`src/rtl/fgnf_pkg.sv`:
```
`timescale 1ns / 1ps
package fgnf_pkg;

  localparam int MaxWidth   = 2048;
  localparam int SampleBits = 10;
  localparam int ColBits    = $clog2(MaxWidth);
  localparam int WidthBits  = 12;
  localparam int HeightBits = 13;
  localparam int RowBits    = HeightBits + 1;
  localparam int ThrBits    = 10;
  localparam int DiffBits   = SampleBits + 1;
  localparam int ProdBits   = 2 * SampleBits + 1;
  localparam int PairBits   = ProdBits + 1;
  localparam int AccBits    = ProdBits + 3;
  localparam int QuotBits   = SampleBits;
  localparam int DivBits    = ThrBits + 3;
  localparam int NumBanks   = 4;
  localparam int NumDirs    = 8;
  localparam int PaddrBits  = 4;

  typedef enum logic [1:0] {
    RegLineWidth   = 2'd0,
    RegFrameHeight = 2'd1,
    RegThreshold   = 2'd2
  } reg_idx_e;

  localparam int DirDy [NumDirs] = '{-1, 1, 0, 0, -1, -1, 1, 1};
  localparam int DirDx [NumDirs] = '{0, 0, -1, 1, -1, 1, -1, 1};

  typedef struct packed {
    logic                  vld;
    logic                  filt;
    logic                  last;
    logic [SampleBits-1:0] centre;
  } side_t;

endpackage

```
`src/rtl/fgnf_div.sv`:
```
`timescale 1ns / 1ps
module fgnf_div import fgnf_pkg::*; (
  input  logic                       clk_i,
  input  logic                       rst_ni,
  input  logic                       en_i,
  input  logic signed [AccBits-1:0]  num_i,
  input  logic [DivBits-1:0]         div_i,
  input  side_t                      side_i,
  output logic signed [QuotBits:0]   quot_o,
  output side_t                      side_o
);

  // floor(n/d) for n < 0 is ~(~n / d)
  logic [AccBits-1:0]  rem_q  [QuotBits+1];
  logic [QuotBits-1:0] quo_q  [QuotBits+1];
  logic                neg_q  [QuotBits+1];
  side_t               side_q [QuotBits+1];

  always_ff @(posedge clk_i or negedge rst_ni) begin
    if (!rst_ni) begin
      for (int s = 0; s <= QuotBits; s++) begin
        side_q[s] <= '0;
      end
    end else if (en_i) begin
      side_q[0] <= side_i;
      for (int s = 0; s < QuotBits; s++) begin
        side_q[s+1] <= side_q[s];
      end
    end
  end

  always_ff @(posedge clk_i) begin
    if (en_i) begin
      rem_q[0] <= num_i[AccBits-1] ? ~num_i : num_i;
      neg_q[0] <= num_i[AccBits-1];
      quo_q[0] <= '0;
    end
  end

  for (genvar s = 0; s < QuotBits; s++) begin : g_stage
    localparam int Bit = QuotBits - 1 - s;
    logic [AccBits-1:0] dsh;
    logic               ge;
    assign dsh = AccBits'(div_i) << Bit;
    assign ge  = rem_q[s] >= dsh;
    always_ff @(posedge clk_i) begin
      if (en_i) begin
        rem_q[s+1] <= ge ? rem_q[s] - dsh : rem_q[s];
        quo_q[s+1] <= quo_q[s] | (ge ? (QuotBits'(1) << Bit) : QuotBits'(0));
        neg_q[s+1] <= neg_q[s];
      end
    end
  end

  assign quot_o = neg_q[QuotBits] ? $signed(~{1'b0, quo_q[QuotBits]})
                                  : $signed({1'b0, quo_q[QuotBits]});
  assign side_o = side_q[QuotBits];

endmodule

```
`config.mk`:
```
export PLATFORM = sky130hd
export DESIGN_NAME = fgnf_div
export DESIGN_NICKNAME = d
export VERILOG_FILES = /design/src/rtl/fgnf_pkg.sv /design/src/rtl/fgnf_div.sv
export SDC_FILE = /design/constraint.sdc
export NUM_CORES = 1
export LEC_CHECK = 0
export ABC_CLOCK_PERIOD_IN_PS = 3800
export BUFFER_PORTS_ARGS = -buffer_cell sky130_fd_sc_hd__buf_2
export CAP_MARGIN = 10
export CORE_MARGIN = 10
export CORE_UTILIZATION = 44
export DETAILED_ROUTE_END_ITERATION = 7
export PLACE_DENSITY = 0.66
export SLEW_MARGIN = 20
export SYNTH_ARGS = -nofsm -noshare
export SYNTH_HDL_FRONTEND = slang
export SYNTH_SLANG_ARGS = --single-unit
export TNS_END_PERCENT = 100
```
`constraint.sdc`:
```
create_clock -name clk_i -period 3.8 [get_ports clk_i]
set_clock_uncertainty 0.2 [all_clocks]
set_input_delay 0.38 -clock clk_i [delete_from_list [all_inputs] [get_ports clk_i]]
set_output_delay 0.38 -clock clk_i [all_outputs]
set_load 0.1 [all_outputs]
```
Yosys cells after proc, flatten, opt, wreduce, memory -nomap -nowiden
Memory sizes are Yosys's and may differ from the RTL's.
Cells that the tools add are included.
{"block": "word_totals", "in_bits": 53, "register_bits": 143, "ram_bits": 385, "word_cells": 103, "mem_count": 3, "out_inout_bits": 24}
{"block": "classes", "add_sub_neg": 10, "order_cmp": 10, "mux": 24, "n_bitwise": 12}
{"memory": "rem_q", "words": 11, "word_bits": 24, "rd": 10, "rd_ports_with_merged_regs": 0, "wr": 11, "line_no": "fgnf_div.sv:14", "text": "logic [AccBits-1:0] rem_q [QuotBits+1];"}
{"memory": "quo_q", "words": 11, "word_bits": 10, "rd": 11, "rd_ports_with_merged_regs": 0, "wr": 11, "line_no": "fgnf_div.sv:15", "text": "logic [QuotBits-1:0] quo_q [QuotBits+1];"}
{"memory": "neg_q", "words": 11, "word_bits": 1, "rd": 11, "rd_ports_with_merged_regs": 0, "wr": 11, "line_no": "fgnf_div.sv:16", "text": "logic neg_q [QuotBits+1];"}
{"operator": "24-bit 2-to-1 mux", "n": 11}
{"operator": "24-bit by 13-bit >= comparator with 1-bit output", "n": 1}
{"operator": "24-bit by 14-bit >= comparator with 1-bit output", "n": 1}
{"operator": "24-bit by 15-bit >= comparator with 1-bit output", "n": 1}
{"operator": "24-bit by 16-bit >= comparator with 1-bit output", "n": 1}
{"operator": "24-bit by 17-bit >= comparator with 1-bit output", "n": 1}
{"operator": "24-bit by 18-bit >= comparator with 1-bit output", "n": 1}
{"operator": "24-bit by 19-bit >= comparator with 1-bit output", "n": 1}
{"operator": "24-bit by 20-bit >= comparator with 1-bit output", "n": 1}
{"operator": "24-bit by 21-bit >= comparator with 1-bit output", "n": 1}
{"operator": "24-bit by 22-bit >= comparator with 1-bit output", "n": 1}
{"operator": "24-bit inverter", "n": 1}
{"operator": "24-bit by 13-bit subtractor with 24-bit output", "n": 1}
{"operator": "24-bit by 14-bit subtractor with 24-bit output", "n": 1}
{"operator": "24-bit by 15-bit subtractor with 24-bit output", "n": 1}
{"operator": "24-bit by 16-bit subtractor with 24-bit output", "n": 1}
{"operator": "24-bit by 17-bit subtractor with 24-bit output", "n": 1}
{"operator": "24-bit by 18-bit subtractor with 24-bit output", "n": 1}
{"operator": "24-bit by 19-bit subtractor with 24-bit output", "n": 1}
{"operator": "24-bit by 20-bit subtractor with 24-bit output", "n": 1}
{"operator": "24-bit by 21-bit subtractor with 24-bit output", "n": 1}
{"operator": "24-bit by 22-bit subtractor with 24-bit output", "n": 1}
{"operator": "11-bit 2-to-1 mux", "n": 1}
{"operator": "10-bit inverter with 11-bit output", "n": 1}
{"operator": "other kinds (20)", "n": 22}

Logic depth before layout (Yosys ltp)
Gate-level depths: netlist (run 1).
An unclocked memory read counts as a cell.
{"block": "depth", "depth_word": 4, "depth_mapped": 12, "ltp_nobuf": 11}

Least setup slack after synthesis (run 1)
No wires, ideal clock.
{"block": "synth_timing", "path_kind": "input-to-reg", "start": "input div_i[1]", "end": "memory rem_q[6][21] in the netlist's numbering, data pin", "path_stages": 9, "t_arrival_ps": 2605, "setup_slack_ps": 722, "required_ps": 3327, "path_buffers": 0, "setup_ps": 273, "path_cell_list": "inv_1 -> ha_1 -> nor2b_1 -> o31ai_1 -> nand2_1 -> a221o_1 -> a221oi_2 -> nor4b_1 -> xor2_1"}
{"element": "start, declared", "line_no": "fgnf_div.sv:7", "text": "input logic [DivBits-1:0] div_i,"}
{"element": "end, declared", "line_no": "fgnf_div.sv:14"}

==> metrics.md, run 1 <==
| Metric | Value |
|---|---|
| Global Route Usage Sum | `0.143` |
| RR Startpoint | `rem_q[3][6]` |
| Type of destination of the critical path | `flip-flop` |
| Worst Setup Start Kind | `flip-flop` |
| Netlist cell types | `between 80 and 90` |
| DRC | `0` |
| Fin util | `0.510` |
| Max-cap viol count | `0` |
| Filler Cell Count | `4,454` |
| CTS H-Tree Depth | `2` |
| Die area | `62,800 µm²` |
| Chip Height | `251 µm` |
| Cells after DPL | `approximately 2,600` |
| Initial antenna violation count | `0` |
| DR WL/cell | `16.4 µm` |
| Worst-margin pin slew | `0.818 ns` |
| Post-Route WL | `45.1 mm` |
| Final ANT Viol Nets | `0` |
| GRT overflow | `0` |
| Main synth FF type | `edfxtp_1` |
| R2r endpoint | `rem_q[4][9]` |
| Hold_buf cts | `37` |
| Final period utilization | `0.872` |
| Leak | `10.5 nW` |
| Area grow syn2layout | `14.6%` |
| Total CTS buffers | `50` |
| Yosys reg bits | `449` |
| Power per cell area | `699 nW/µm²` |
| Yosys top cell by area | `edfxtp_1` |
| I/O Pins | `77` |
| Post-Synthesis Cells | `roughly 1,900` |
| Cell count of the worst reg-to-reg path | `10` |
| Ant diodes | `0` |
| First-pass GRT wire length | `around 76 mm` |
| DR pass1 iterations | `5` |
| 1st-iter DRT viols | `~760` |
| Crit Path Category | `flip-flop to flip-flop` |
| Register area share after synthesis | `0.546` |
| Outcome | `completed` |
| Ys Warns | `0` |
| DR vias/cell | `5.44` |
| Final Total Pwr | `about 19 mW` |
| Die Span X | `251 µm` |
| Post-synth top area share | `0.393` |
| DR vias | `15,000` |
| Rows | `84` |
| Shortest period the worst path allows | `3.31 ns` |
| Syn Area/Cell | `12.5 µm²` |
| # setup viols final | `0` |
| Core area | `52,600 µm²` |
| I/O Buffers | `76` |
| Mapped cell area | `23,400 µm²` |
| Post-Syn Nets | `about 2,100` |
| Clock Pin Slew Worst Setup and Hold Paths | `0.06 ns` |
| RePlAce Congestion | `0.961` |
| Post-detail-place hpwl | `32.6 mm` |
| Slew Viols, Final | `0` |
| Fmax | `302 MHz` |
| Max VDD drop | `0.416 mV` |
| CP max stage delay | `0.61 ns` |
| Finished Layout Cells | `2,751` |
| Clock Latency Late Sink | `just under 0.6 ns` |
| Async set or reset register ratio after synthesis | `0.318` |
| Final hold vios | `0` |
| Initial Utilization | `0.445` |
| Crit-path cells | `inv_1 -> ha_1 -> inv_1 -> fa_1 -> nor3_1 -> o41ai_2 -> a211oi_1 -> o31ai_4 -> buf_4 -> mux2_2` |
| RSZ-0062 raised after global routing | `no` |
| Count leader, synth | `edfxtp_1` |
| Commonest cells in the synthesized netlist | `edfxtp_1 (306), mux2_2 (182), a21oi_1 (149)` |
| Placed inst area | `24,800 µm²` |
| Register-to-register setup slack | `0.49 ns` |
| Critical Path Most Common Cell | `inv_1` |
| Nets | `roughly 2,200` |
| Largest cells by area after synthesis | `edfxtp_1 (39%), dfrtp_1 (15%), mux2_2 (8.8%)` |
| Worst-case clock buffer depth | `3` |
| Min-Delay Path Class | `input port to async pin` |
| Number of flops mapped to enable cells by yosys | `306` |
| Root buf cell | `clkbuf_16` |
| Post-CTS setup buffers | `0` |
| Crit Path Max Fanout | `10` |
| Setup TNS | `0 ns` |
| Arrival time worst endpoint | `3.45 ns` |
| Pin count of the biggest net entering global routing | `91` |
| Rel. slew slack | `0.455` |
| Design area | `26,800 µm²` |
| Critical Path RT | `3.94 ns` |
| Layout cells sized above 1 | `0.202` |
| Vias in the first global route | `15,700` |
| Clock sink count | `449` |
| TritonCTS clock tree | `built` |
| Post-CTS sizing | `0` |
| Slowest CP cell | `a211oi_1` |
sequential cells by signal, summed over array words and instances, names as in the netlist:
| register | flops |
|---|---|
| side_o | 13 |
| side_q | 130 |
| rem_q | 240 |
| neg_q | 11 |
| quo_q | 55 |
report_power, final:
part / leakage (nW) / switching (mW) / internal, mW
clock network: 0.833 / 1.94 / 2.94
logic: 5.07 / 3.48 / 2.73
registers: 4.63 / 0.745 / 6.89
cell usage in the layout (no fill, tap or decap), types with 59 or more instances in the layout:
master / n
o21ai_0: 59
buf_2: 74
ha_1: 130
xnor2_1: 71
mux2_2: 182
nand2_1: 69
edfxtp_1: 306
a21oi_1: 149
inv_1: 60
xor2_1: 93
nor2_1: 144
dfrtp_1: 143
stage by stage:
stage	hold slack, ns	worst slack, ns
6_report	0.116	0.487
5_1_grt	0.132	0.415
4_1_cts	0.0891	0.489
3_5_place_dp	0.161	0.176
3_3_place_gp	0.155	0.225
2_1_floorplan	-0.116	0.722
cells by family (layout without fill, tap and decap cells):
kind of cell | count (synthesis) | count (layout) | share of synthesized area
other | 1 | 1 | 0.000160
muxes | 188 | 188 | 0.0908
DFF | 449 | 449 | 0.546
AOI/OAI and AO/OA | 376 | 376 | 0.104
and+or+nand+nor | 435 | 435 | 0.0973
xor gates and xnor gates | 164 | 164 | 0.0614
buffers and inverters | 125 | 311 | 0.0233
adders and majority gates | 139 | 139 | 0.0772
worst max-delay path by stage:
stage | startpoint | endpoint | slack (ns) | depth (start not counted)
floorplan | div_i[1] | rem_q[6][21] | 0.72 | 9
global placement | div_i[0] | rem_q[4][9] | 0.22 | 10
detailed placement | div_i[0] | rem_q[4][7] | 0.18 | 10
CTS | rem_q[3][6] | rem_q[4][9] | 0.49 | 10
global route | rem_q[3][6] | rem_q[4][9] | 0.42 | 10
finish | rem_q[3][6] | rem_q[4][9] | 0.49 | 10
routing by layer:
metal,share of wire,track usage,vias up
li1,-,-,7303
met1,0.42,0.161,7244
met2,0.51,0.259,307
met3,0.041,0.0269,99
met4,0.034,0.0589,0
met5,0,0,-
cell type report:
cell class                 instances  area, µm²  share of cell area
clock buffer                      66       1440              0.0538
clock inverter                    25        250             0.00933
inverter                          60        225             0.00840
multi-input combinational       1303      10100               0.376
sequential                       449      12800               0.476
tap                              688        861              0.0321
timing repair buffer             160       1180              0.0441
worst max-delay path, delay by kind of cell (launching register included):
family          cells  cell delay, ns
flops               1            0.40
buf+inv             3            0.36
fa+ha+maj           2            0.58
simple gates        1            0.28
compound gates      3            0.98
mux                 1            0.27
Note: power is estimated with default switching activity, not from simulation.
==> run 2: changes to the inputs <==
--- a/config.mk
+++ b/config.mk
@@ -11,7 +11,7 @@
 export CORE_MARGIN = 10
 export CORE_UTILIZATION = 44
 export DETAILED_ROUTE_END_ITERATION = 7
-export PLACE_DENSITY = 0.66
+export PLACE_DENSITY = 0.57
 export SLEW_MARGIN = 20
 export SYNTH_ARGS = -nofsm -noshare
 export SYNTH_HDL_FRONTEND = slang
==> metrics.md, run 2 (synthesis results as in run 1) <==
| Metric | Value |
|---|---|
| Most common cell after layout, fill and taps aside | `edfxtp_1 (unchanged)` |
| Share of power burned in registers | `0.404 (was 0.408)` |
| Clock sink count | `449 (unchanged)` |
| NetSw | `6.16 mW (was 6.17 mW)` |
| Clock Latency Late Sink | `0.59 ns (about the same)` |
| I/O Buffers | `76 (unchanged)` |
| I/O Pins | `77 (unchanged)` |
| Die Span X | `251 µm (unchanged)` |
| Met1 Track Usage GR | `0.171 (was 0.161)` |
| Power per cell area | `702 nW/µm² (was 699 nW/µm²)` |
| 1st-iter DRT viols | `933 (was 759)` |
| Register-to-register setup slack | `0.63 ns (was 0.49 ns)` |
| Cell depth of the worst setup path | `8 (was 10)` |
| CP top delay family | `compound AO/OA/AOI/OAI gates (unchanged)` |
| Initial antenna violation count | `2 (was 0)` |
| Crit Path Category | `flip-flop to flip-flop (unchanged)` |
| Rows | `84 (unchanged)` |
| Worst-margin pin slew | `0.795 ns (was 0.818 ns)` |
| Clock Pin Slew Worst Setup and Hold Paths | `0.06 ns (about the same)` |
| Layout cells sized above 1 | `0.204 (was 0.202)` |
| Outcome | `completed (unchanged)` |
| First-pass GRT wire length | `77.9 mm (was 75.6 mm)` |
| Combinational Power Share | `0.330 (was 0.331)` |
| Max FFs per register | `240 (unchanged)` |
| TritonCTS clock tree | `built (unchanged)` |
| Total CTS buffers | `49 (was 50)` |
| WP buf/inv | `0 (was 3)` |
| Fmax | `316 MHz (was 302 MHz)` |
| CTS H-Tree Depth | `2 (unchanged)` |
| Biggest regs | `rem_q x240, side_q x130, quo_q x55 (unchanged)` |
| DR vias | `14,900 (was 15,000)` |
| Area grow syn2layout | `15.1% (was 14.6%)` |
| Final Total Pwr | `18.9 mW (was 18.7 mW)` |
| Slew Viols, Final | `0 (unchanged)` |
| Register with the most flip-flops | `rem_q (unchanged)` |
| Initial Utilization | `0.445 (unchanged)` |
| Cells after DPL | `2,629 (was 2,623)` |
| Max VDD drop | `0.399 mV (was 0.416 mV)` |
| P_int | `12.7 mW (was 12.6 mW)` |
| RePlAce Congestion | `0.882 (was 0.961)` |
| CP max stage delay | `0.42 ns (was 0.61 ns)` |
| Most frequent cells in the layout | `edfxtp_1 (306), mux2_2 (182), a21oi_1 (149) (unchanged)` |
| Vias in the first global route | `15,700 (about the same)` |
| Chip Height | `251 µm (unchanged)` |
| Shortest period the worst path allows | `3.17 ns (was 3.31 ns)` |
| Crit Path Max Fanout | `4 (was 10)` |
| Worst Setup Start Kind | `flip-flop (unchanged)` |
| Max-cap viol count | `0 (unchanged)` |
| Rel. slew slack | `0.470 (was 0.455)` |
| RSZ-0062 raised after global routing | `no (unchanged)` |
| DR WL/cell | `17.0 µm (was 16.4 µm)` |
| Nets | `2,221 (was 2,216)` |
| Grt met2 use | `0.268 (was 0.259)` |
| Met3 usage | `0.0263 (was 0.0269)` |
| # setup viols final | `0 (unchanged)` |
| GR peak layer | `met2 (unchanged)` |
| Die area | `62,800 µm² (unchanged)` |
| Pin count of the biggest net entering global routing | `89 (was 91)` |
| Post-CTS sizing | `0 (unchanged)` |
| Switching share of total power | `0.326 (was 0.329)` |
| Root buf cell | `clkbuf_16 (unchanged)` |
| Post-Route WL | `46.8 mm (was 45.1 mm)` |
| Final hold vios | `0 (unchanged)` |
| Placed inst area | `24,800 µm² (about the same)` |
| R2r endpoint | `rem_q[6][21] (was rem_q[4][9])` |
| Design area | `26,900 µm² (was 26,800 µm²)` |
| Critical Path Source | `rem_q[5][5] (was rem_q[3][6])` |
| Core area | `52,600 µm² (unchanged)` |
| RR Startpoint | `rem_q[5][5] (was rem_q[3][6])` |
| Leak | `10.6 nW (was 10.5 nW)` |
| Slowest CP cell | `edfxtp_1 (was a211oi_1)` |
| Final period utilization | `0.834 (was 0.872)` |
| Worst-case clock buffer depth | `3 (unchanged)` |
| DR vias/cell | `5.40 (was 5.44)` |
| Type of destination of the critical path | `flip-flop (unchanged)` |
| Critical Path RT | `3.91 ns (was 3.94 ns)` |
| Arrival time worst endpoint | `3.28 ns (was 3.45 ns)` |
| Crit-path cells | `ha_1 -> nor2b_1 -> o31ai_1 -> nand2_1 -> a221o_1 -> a221oi_2 -> nor4b_1 -> xor2_1 (was inv_1 -> ha_1 -> inv_1 -> fa_1 -> nor3_1 -> o41ai_2 -> a211oi_1 -> o31ai_4 -> buf_4 -> mux2_2)` |
| Min-Delay Path Class | `input port to flip-flop (was input port to async pin)` |
| Global Route Usage Sum | `0.149 (was 0.143)` |
| Clock power share | `0.267 (was 0.261)` |
| Cell count of the worst reg-to-reg path | `8 (was 10)` |
| Finished Layout Cells | `2,757 (was 2,751)` |
| CP Capture Point | `rem_q[6][21] (was rem_q[4][9])` |
| Worst hold slack | `0.122 ns (was 0.116 ns)` |
| DR pass1 iterations | `5 (unchanged)` |
| GRT overflow | `0 (unchanged)` |
| Final ANT Viol Nets | `0 (unchanged)` |
| DRC | `0 (unchanged)` |
| Setup TNS | `0 ns (unchanged)` |
| Post-detail-place hpwl | `34.2 mm (was 32.6 mm)` |
-- run 2: cell type report --
class | count | area (µm²)
Tap cell | 688 | 861
Clock inverter | 23 | 278
Sequential cell | 449 | 12800
Inverter | 60 | 225
Antenna cell | 1 | 2.50
Clock buffer | 67 | 1470
Multi-Input combinational cell | 1303 | 10100
Fill cell | 4556 | 25600
Timing Repair Buffer | 166 | 1230
-- run 2: worst min-delay path by stage --
stage              endpoint   startpoint  cells past startpoint
2_1_floorplan     side_o[0]       rst_ni                      0
3_3_place_gp    quo_q[9][9]  quo_q[8][9]                      0
3_5_place_dp    quo_q[8][7]  quo_q[7][7]                      0
4_1_cts        rem_q[4][16]         en_i                      1
5_1_grt            neg_q[2]         en_i                      1
6_report           neg_q[2]         en_i                      1
-- run 2: worst reg2reg max path: stages, from the launching register on --
cell and delay [ns]:
edfxtp_1 0.42, ha_1 0.31, nor2b_1 0.15, o31ai_1 0.40, nand2_1 0.18, a221o_1 0.39
a221oi_2 0.36, nor4b_1 0.39, xor2_1 0.11
-- run 2: routing by layer --
layer  part of all wire  vias to the layer above
met4              0.035                        0
li1                   -                     7309
met5                  0                        -
met2               0.51                      270
met1               0.42                     7184
met3              0.035                      118
-- run 2: what timing repair did --
| action | in CTS | in global routing |
|---|---|---|
| hold buffers | 37 | 0 |
| buffers inserted | 0 | 0 |
| hold endpoints to repair | 122 | 0 |
-- run 2: power groups by stage --
stage / clock, mW / combinational (mW) / sequential, mW
detailed placement: 0 / 6.17 / 7.73
CTS: 5.21 / 6.24 / 7.64
global route: 5.41 / 6.94 / 7.80
global placement: 0 / 6.06 / 7.70
floorplan: 0 / 5.08 / 7.46
finish: 5.04 / 6.24 / 7.63
-- run 2: through the flow --
stage	utilization	worst slack [ns]
6_report	0.512	0.632
2_1_floorplan	-	0.722
3_3_place_gp	0.472	0.274
5_1_grt	0.512	0.415
3_5_place_dp	0.472	0.171
4_1_cts	0.512	0.639
